File: src/design/utcep_pkg.sv
// Package for the UTC calendar to epoch seconds core.
// Holds the time constants, register addresses and the cumulative month table.
// Has no dependencies; every design file imports it.
package utcep_pkg;

	// Time constants.
	localparam logic [31:0] SEC_PER_MIN  = 32'd60;
	localparam logic [31:0] SEC_PER_HOUR = 32'd3600;
	localparam logic [31:0] SEC_PER_DAY  = 32'd86400;
	localparam logic [33:0] NS_PER_SEC   = 34'd1000000000;

	// Calendar constants.
	localparam int unsigned TWO_DIGIT_MAX  = 37;
	localparam int unsigned FULL_YEAR_MIN  = 1900;
	localparam int unsigned DAYS_PER_YEAR  = 365;
	localparam int unsigned EPOCH_TM_YEAR  = 70;
	localparam int unsigned LEAP_TM_BASE   = 69;
	localparam int unsigned CENTURY_COUNT  = 41;

	// Configuration register map (word index taken from paddr[2]).
	localparam int unsigned PADDR_W        = 3;
	localparam logic        REG_SECOND_OFS = 1'b0;

	// Field widths.
	localparam int unsigned OFFSET_W = 18;
	localparam int unsigned DAYS_W   = 22;

	typedef logic signed [DAYS_W-1:0] days_t;
	typedef logic signed [2:0]        carry_t;

	// Date path results handed to the top level.
	typedef struct packed {
		days_t days;
		logic  bad_month;
	} date_res_t;

	// Days before the first of the given month; months out of range give zero.
	function automatic logic [8:0] cum_days(input logic [3:0] mon, input logic leap);
		logic [8:0] base;
		case (mon)
			4'd1:    base = 9'd0;
			4'd2:    base = 9'd31;
			4'd3:    base = 9'd59;
			4'd4:    base = 9'd90;
			4'd5:    base = 9'd120;
			4'd6:    base = 9'd151;
			4'd7:    base = 9'd181;
			4'd8:    base = 9'd212;
			4'd9:    base = 9'd243;
			4'd10:   base = 9'd273;
			4'd11:   base = 9'd304;
			4'd12:   base = 9'd334;
			default: base = 9'd0;
		endcase
		if (leap && (mon >= 4'd3) && (mon <= 4'd12)) begin
			base = base + 9'd1;
		end
		return base;
	endfunction

endpackage

File: src/design/utcep_date.sv
// Date path: year mapping, Gregorian leap test, day of year and day count.
// Gives the whole days since the epoch (with the simple leap-day count).
// Depends on utcep_pkg.
module utcep_date
	import utcep_pkg::*;
(
	input  logic [11:0] calendar_year,
	input  logic [3:0]  month_number,
	input  logic [4:0]  day_of_month,
	output date_res_t   res
);

	logic [11:0]        tm_year;
	logic [11:0]        full_year;
	logic               century;
	logic               quad_century;
	logic               leap;
	logic               bad;
	logic signed [10:0] yday;
	logic signed [12:0] ld_diff;
	logic signed [12:0] leap_days;
	logic signed [12:0] years;
	logic signed [DAYS_W-1:0] year_days;

	// Map two-digit years, full years and years since 1900 to years since 1900 and to the full year.
	always_comb begin
		if (calendar_year <= 12'(TWO_DIGIT_MAX)) begin
			tm_year   = calendar_year + 12'd100;
			full_year = calendar_year + 12'd2000;
		end else if (calendar_year >= 12'(FULL_YEAR_MIN)) begin
			tm_year   = calendar_year - 12'(FULL_YEAR_MIN);
			full_year = calendar_year;
		end else begin
			tm_year   = calendar_year;
			full_year = calendar_year + 12'(FULL_YEAR_MIN);
		end
	end

	// Century years in range are matched against a short list of constants.
	always_comb begin
		century      = 1'b0;
		quad_century = 1'b0;
		for (int c = 0; c < CENTURY_COUNT; c++) begin
			if (full_year == 12'(c * 100)) begin
				century = 1'b1;
				if ((c % 4) == 0) begin
					quad_century = 1'b1;
				end
			end
		end
	end

	assign leap = (full_year[1:0] == 2'b00) && (!century || quad_century);
	assign bad  = (month_number == 4'd0) || (month_number > 4'd12);

	// Day of year; a bad month counts only the day field.
	always_comb begin
		yday = $signed({6'b0, day_of_month}) - 11'sd1;
		if (!bad) begin
			yday = yday + $signed({2'b0, cum_days(month_number, leap)});
		end
	end

	// Leap days as (tm_year - 69) / 4 truncated toward zero.
	always_comb begin
		ld_diff = $signed({1'b0, tm_year}) - $signed(13'(LEAP_TM_BASE));
		if (ld_diff < 0) begin
			leap_days = (ld_diff + 13'sd3) >>> 2;
		end else begin
			leap_days = ld_diff >>> 2;
		end
	end

	// Total days since the epoch.
	assign years     = $signed({1'b0, tm_year}) - 13'(EPOCH_TM_YEAR);
	assign year_days = DAYS_W'(years) * DAYS_W'(DAYS_PER_YEAR);

	assign res.days      = year_days + DAYS_W'(yday) + DAYS_W'(leap_days);
	assign res.bad_month = bad;

endmodule

File: src/design/utcep_nsnorm.sv
// Nanosecond normalization: floor division of a signed 32-bit count by 10^9.
// The quotient lies in -3..2, so it is found by threshold compares.
// Depends on utcep_pkg.
module utcep_nsnorm
	import utcep_pkg::*;
(
	input  logic signed [31:0] nanoseconds_in,
	output carry_t             carry,
	output logic [29:0]        nanoseconds_out
);

	logic signed [33:0] ns_w;
	logic signed [33:0] ns_sec;
	logic signed [33:0] rem_w;

	assign ns_w = 34'(nanoseconds_in);

	// Pick the floor quotient from the value's band.
	always_comb begin
		if (ns_w < -34'sd2000000000) begin
			carry = -3'sd3;
		end else if (ns_w < -34'sd1000000000) begin
			carry = -3'sd2;
		end else if (ns_w < 34'sd0) begin
			carry = -3'sd1;
		end else if (ns_w < 34'sd1000000000) begin
			carry = 3'sd0;
		end else if (ns_w < 34'sd2000000000) begin
			carry = 3'sd1;
		end else begin
			carry = 3'sd2;
		end
	end

	// Whole seconds in nanoseconds for the chosen quotient.
	always_comb begin
		case (carry)
			-3'sd3:  ns_sec = -$signed(NS_PER_SEC) * 34'sd3;
			-3'sd2:  ns_sec = -$signed(NS_PER_SEC) * 34'sd2;
			-3'sd1:  ns_sec = -$signed(NS_PER_SEC);
			3'sd1:   ns_sec = $signed(NS_PER_SEC);
			3'sd2:   ns_sec = $signed(NS_PER_SEC) * 34'sd2;
			default: ns_sec = 34'sd0;
		endcase
	end

	assign rem_w           = ns_w - ns_sec;
	assign nanoseconds_out = rem_w[29:0];

endmodule

File: src/design/utc_calendar_to_epoch_seconds_core.sv
// Top level of the UTC calendar to epoch seconds core.
// Holds the APB register, the input and result registers and the seconds sum.
// Depends on utcep_pkg, utcep_date and utcep_nsnorm.
//
// Order: a word accepted at a clock edge goes into the input register, then its result goes into the
// result register and appears on the result ports, with done high for a single cycle.
// Throughput: one word per cycle; the input register and result register form
// a two-stage pipeline and busy stays low. The receiver cannot stall results.
// Reset clears the pipeline valid bits and sets second_offset to zero.
module utc_calendar_to_epoch_seconds_core
	import utcep_pkg::*;
(
	input  logic                clk,
	input  logic                arst_n,
	// APB configuration port
	input  logic                psel,
	input  logic                penable,
	input  logic                pwrite,
	input  logic [PADDR_W-1:0]  paddr,
	input  logic [31:0]         pwdata,
	output logic [31:0]         prdata,
	output logic                pready,
	// Command interface
	input  logic                start,
	output logic                busy,
	input  logic [11:0]         calendar_year,
	input  logic [3:0]          month_number,
	input  logic [4:0]          day_of_month,
	input  logic [4:0]          hour_of_day,
	input  logic [5:0]          minute_of_hour,
	input  logic [5:0]          second_of_minute,
	input  logic signed [31:0]  nanoseconds_in,
	// Results
	output logic                done,
	output logic signed [31:0]  epoch_seconds,
	output logic [29:0]         nanoseconds_out,
	output logic                bad_month
);

	logic signed [OFFSET_W-1:0] offset_q;
	logic                       valid_s1;
	logic [11:0]                year_s1;
	logic [3:0]                 month_s1;
	logic [4:0]                 day_s1;
	logic [4:0]                 hour_s1;
	logic [5:0]                 minute_s1;
	logic [5:0]                 second_s1;
	logic signed [31:0]         ns_s1;
	logic                       done_s2;
	logic [31:0]                seconds_s2;
	logic [29:0]                nsec_s2;
	logic                       bad_s2;
	date_res_t                  date_res;
	carry_t                     carry;
	logic [29:0]                nsec_norm;
	logic                       cfg_write;
	logic [31:0]                day_sec;
	logic [31:0]                total_sec;

	assign busy   = 1'b0;
	assign pready = 1'b1;

	// Configuration register write and read back.
	assign cfg_write = psel && penable && pwrite && pready && (paddr[2] == REG_SECOND_OFS);

	always_ff @(posedge clk or negedge arst_n) begin
		if (!arst_n) begin
			offset_q <= '0;
		end else if (cfg_write) begin
			offset_q <= pwdata[OFFSET_W-1:0];
		end
	end

	assign prdata = (paddr[2] == REG_SECOND_OFS) ? 32'(offset_q) : 32'd0;

	// Input register.
	always_ff @(posedge clk or negedge arst_n) begin
		if (!arst_n) begin
			valid_s1 <= 1'b0;
		end else begin
			valid_s1 <= start && !busy;
		end
	end

	always_ff @(posedge clk) begin
		if (start && !busy) begin
			year_s1   <= calendar_year;
			month_s1  <= month_number;
			day_s1    <= day_of_month;
			hour_s1   <= hour_of_day;
			minute_s1 <= minute_of_hour;
			second_s1 <= second_of_minute;
			ns_s1     <= nanoseconds_in;
		end
	end

	// Date and nanosecond paths.
	utcep_date u_date (
		.calendar_year (year_s1),
		.month_number  (month_s1),
		.day_of_month  (day_s1),
		.res           (date_res)
	);

	utcep_nsnorm u_nsnorm (
		.nanoseconds_in  (ns_s1),
		.carry           (carry),
		.nanoseconds_out (nsec_norm)
	);

	// Seconds sum, taken modulo 2^32.
	assign day_sec   = 32'(date_res.days) * SEC_PER_DAY;
	assign total_sec = day_sec
	                 + ({27'b0, hour_s1} * SEC_PER_HOUR)
	                 + ({26'b0, minute_s1} * SEC_PER_MIN)
	                 + {26'b0, second_s1}
	                 + 32'(offset_q)
	                 + 32'(carry);

	// Result register.
	always_ff @(posedge clk or negedge arst_n) begin
		if (!arst_n) begin
			done_s2 <= 1'b0;
		end else begin
			done_s2 <= valid_s1;
		end
	end

	always_ff @(posedge clk) begin
		if (valid_s1) begin
			seconds_s2 <= total_sec;
			nsec_s2    <= nsec_norm;
			bad_s2     <= date_res.bad_month;
		end
	end

	assign done            = done_s2;
	assign epoch_seconds   = $signed(seconds_s2);
	assign nanoseconds_out = nsec_s2;
	assign bad_month       = bad_s2;

	// Every accepted word gives exactly one result, through the input register and then the result register.
	a_valid_to_done: assert property (@(posedge clk) disable iff (!arst_n)
		valid_s1 |=> done)
		else $error("accepted word produced no result");

	a_no_spurious_done: assert property (@(posedge clk) disable iff (!arst_n)
		!valid_s1 |=> !done)
		else $error("result strobe without an accepted word");

	// Normalized nanoseconds stay below one second.
	a_ns_range: assert property (@(posedge clk) disable iff (!arst_n)
		done |-> (nanoseconds_out < 30'd1000000000))
		else $error("nanoseconds out of range");

	// The month flag follows the registered month field.
	a_bad_month: assert property (@(posedge clk) disable iff (!arst_n)
		valid_s1 |=> (bad_month == (($past(month_s1) == 4'd0) || ($past(month_s1) > 4'd12))))
		else $error("bad month flag mismatch");

endmodule
File: config.mk
export PLATFORM = sky130hd
export DESIGN_NAME = utc_calendar_to_epoch_seconds_core
export DESIGN_NICKNAME = d
export VERILOG_FILES = /design/src/design/utcep_pkg.sv /design/src/design/utcep_date.sv /design/src/design/utcep_nsnorm.sv /design/src/design/utc_calendar_to_epoch_seconds_core.sv
export SDC_FILE = /design/constraint.sdc
export NUM_CORES = 1
export LEC_CHECK = 0
export ABC_AREA = 1
export BUFFER_PORTS_ARGS = -buffer_cell sky130_fd_sc_hd__buf_2
export CORE_MARGIN = 3
export CORE_UTILIZATION = 65
export DETAILED_ROUTE_END_ITERATION = 8
export GPL_TIMING_DRIVEN = 0
export PLACE_DENSITY = 0.89
export SLEW_MARGIN = 20
export SYNTH_ARGS = -nofsm -noshare
export SYNTH_HDL_FRONTEND = slang
export SYNTH_HIERARCHICAL = 1
export SYNTH_SLANG_ARGS = --single-unit
File: constraint.sdc
create_clock -name clk -period 39.1 [get_ports clk]
set_clock_uncertainty 0.15 [all_clocks]
set_input_delay 7.82 -clock clk [delete_from_list [all_inputs] [get_ports clk]]
set_output_delay 7.82 -clock clk [all_outputs]
set_load 0.05 [all_outputs]
==> summary.txt <==
vias per cell: 5.52
status: completed
largest net degree at the start of global routing: 53
clk sinks: 153
Final setup violation count: 0
# port buffers: 189
crit start category: input port
wire per inst: 16.1 µm
total number of H-tree levels: 4
first-pass GRT wire length: 87600 µm
Post-synth EDFFs: 133
worst hold slack: 0.347 ns
setup bufs post-CTS: 0
Worst R2R Start: year_s1[4]$_DFFE_PP_
number of global-route vias before repair: 18100
CP arrival: 9.19 ns
met2 WL: 26600 µm
Die W: 187 µm
fin crit share: 43.9%
Vias: 18200
layout cell share with drive strength beyond 1: 11.5%
DRT Pass-1 Iters: 6
die area: 0.0350 mm²
fin. max-slew vios: 0
root buf cell: clkbuf_16
Die Height: 187 µm
syn_area_per_cell: 8.06 µm²
antenna-violating nets left: 0
sequential-to-total area share from yosys stat: 21.1%
DRC viols: 0
cts hold-fix bufs: 0
Reg-to-Reg End: epoch_seconds[30]$_DFFE_PP_
multi-input logic area: 0.0144 mm²
Post-Syn Instances: 2644
CP Capture Type: output port
Netlist cell types: 61
RSZ-0062 raised after global routing: no
CP Capture Point: prdata[22]
fillers: 2418
Critical Path RT: 31.13 ns
Worst-path clk slew: 0.08 ns
R2R setup slack: 22.82 ns
Final Core Density: 73.5%
setup tns final: 0 ns
Post-synth top flop: edfxtp_1
TritonCTS clock tree: built
wl on met1: 21800 µm
initial DRC count: 1665
Total GRT Usage: 30.5%
Crit-path slowest cell: nor2_1
cell mode on critical path: buf_2
placer's final routability congestion estimate: 1.00
I/O pin count: 209
Max-Cap Viols: 0
design area: 0.0235 mm²
min Tclk post-route: 17.16 ns
Critical path origin: paddr[2]
wirelength, routed: 53000 µm
Clock Latency Late Sink: 0.46 ns
Post-DP Area: 0.0229 mm²
worst path cell trace: buf_2 > nor2_1 > buf_4 > buf_2
initial antenna violation count: 1
grt total ovfl: 0
delay of the slowest cell on the worst path: 0.68 ns
core footprint: 0.0320 mm²
synthesized area: 0.0213 mm²
Yosys warnings: 6
CP Max Fanout: 15
cts bufs inserted: 17
R2R depth: 80
fmax: 58.3 MHz
Async S/R FF share, synth: 13.1%
cells resized by post-CTS repair: 0
DR WL met3: 3600 µm
#FFs+latches synth: 153
final net count: 3435
uppermost routed layer: met4
clk buf depth: 2
Rows: 65
storage element area: 0.00450 mm²
initial core utilization: 66.7%
critical path class: input port to output port
Area Overhead vs Synth: 10.2%
Slew headroom: 40.0%
post-synth net total: 3225
hold crit path type: flop to flop
Worst Tran Pin Value: 0.891 ns
Fin. Hold Viols: 0
post-detail-place hpwl: 44600 µm
## per-stage QoR
stage | instances | setup slack, ns
3_5_place_dp | 3270 | 21.94
5_1_grt | 3302 | 21.47
4_1_cts | 3301 | 21.95
3_3_place_gp | 3268 | 22.04
6_report | 3302 | 21.94
2_1_floorplan | 2644 | 21.69
## layer usage
metal,global-route usage [%],up-vias
met1,39.1,8595
met4,7.01,0
met5,0,-
li1,-,8779
met3,4.78,102
met2,54.6,758
## how the worst min path moves through the flow
stage | from | depth (start not counted) | end
after floorplan | ns_s1[0]$_DFFE_PP_ | 1 | nanoseconds_out[0]$_DFFE_PP_
after global placement | ns_s1[6]$_DFFE_PP_ | 1 | nanoseconds_out[6]$_DFFE_PP_
after detailed placement | ns_s1[0]$_DFFE_PP_ | 1 | nanoseconds_out[0]$_DFFE_PP_
after CTS | ns_s1[0]$_DFFE_PP_ | 1 | nanoseconds_out[0]$_DFFE_PP_
after global routing | ns_s1[0]$_DFFE_PP_ | 1 | nanoseconds_out[0]$_DFFE_PP_
final | ns_s1[0]$_DFFE_PP_ | 1 | nanoseconds_out[0]$_DFFE_PP_
## worst max-delay path, delay by kind of cell
| kind | cells | cell delay [ns] |
|---|---|---|
| and+or+nand+nor | 1 | 0.68 |
| buffers and inverters | 3 | 0.69 |
## placed cells by master, fill, tap and decap left out, types with 5 or more instances in the layout
cell	synthesis	layout
xnor2_1	37	37
o21ai_1	10	10
a21o_1	14	14
edfxtp_1	133	133
o211ai_1	5	5
buf_4	28	29
buf_2	6	194
a21oi_1	143	143
o21ai_0	77	77
nor3_1	21	21
o21bai_1	8	8
nand2_1	500	500
a31oi_1	12	12
o21ai_2	5	5
fa_1	193	193
nor4_1	7	7
nand3_1	141	141
clkbuf_16	0	17
nand2_2	14	14
ha_1	277	277
nor2_2	16	16
nor2_1	223	223
inv_1	553	552
dfrtp_1	20	19
inv_2	11	12
nand4_1	31	31
xor2_1	96	96
## logic make-up (layout without fill, tap and decap cells)
logic type | count (synthesis) | in the layout | synth area share (%)
and+or+nand+nor | 982 | 982 | 19.8
buffers and inverters | 607 | 829 | 11.4
adders and majority gates | 470 | 470 | 34.4
AOI/OAI and AO/OA | 295 | 295 | 7.74
DFF | 153 | 153 | 21.1
xor gates and xnor gates | 135 | 135 | 5.62
other | 2 | 3 | 0.0352
## Yosys cell counts (all sizes together), types with 2 or more instances
cell    instances  area (µm²)
dfrtp          20         500
o31ai           3        22.5
nand3         145         753
o21bai          9        71.3
nand4          31         194
inv           565        2120
nor3b           3        22.5
nor2          241         960
buf            39         285
a21oi         146         742
a21o           14         105
o21ai          92         479
a221oi          2        17.5
nor4            8        56.3
nand2         517        2000
a21boi          3        26.3
or2             3        18.8
fa            193        3860
nor3           25         151
conb            2        7.51
a31oi          12        75.1
nand3b          4        30.0
o21a            4        30.0
and3            2        12.5
o211ai          6        50.1
xnor2          37         324
and2            2        12.5
xor2           98         873
edfxtp        133        3990
ha            277        3470
clkbuf          2        7.51
## final cells by class
class,count,area share (%)
Antenna cell,1,0.0107
Timing Repair Buffer,191,4.27
Sequential cell,153,19.1
Multi-Input combinational cell,1884,61.3
Clock buffer,19,1.84
Buffer,41,1.25
Tap cell,435,2.32
Inverter,566,9.05
Clock inverter,12,0.804
## registers in the layout, summed over array words and instances, names as in the netlist
register / flops
bad_month: 1
year_s1: 12
nanoseconds_out: 30
epoch_seconds: 32
done: 1
ns_s1: 32
minute_s1: 6
second_s1: 6
valid_s1: 1
month_s1: 4
day_s1: 5
offset_q: 18
hour_s1: 5
Power is not shown: default switching activity piles up to over one toggle a cycle in this logic, so the estimate is an artifact.
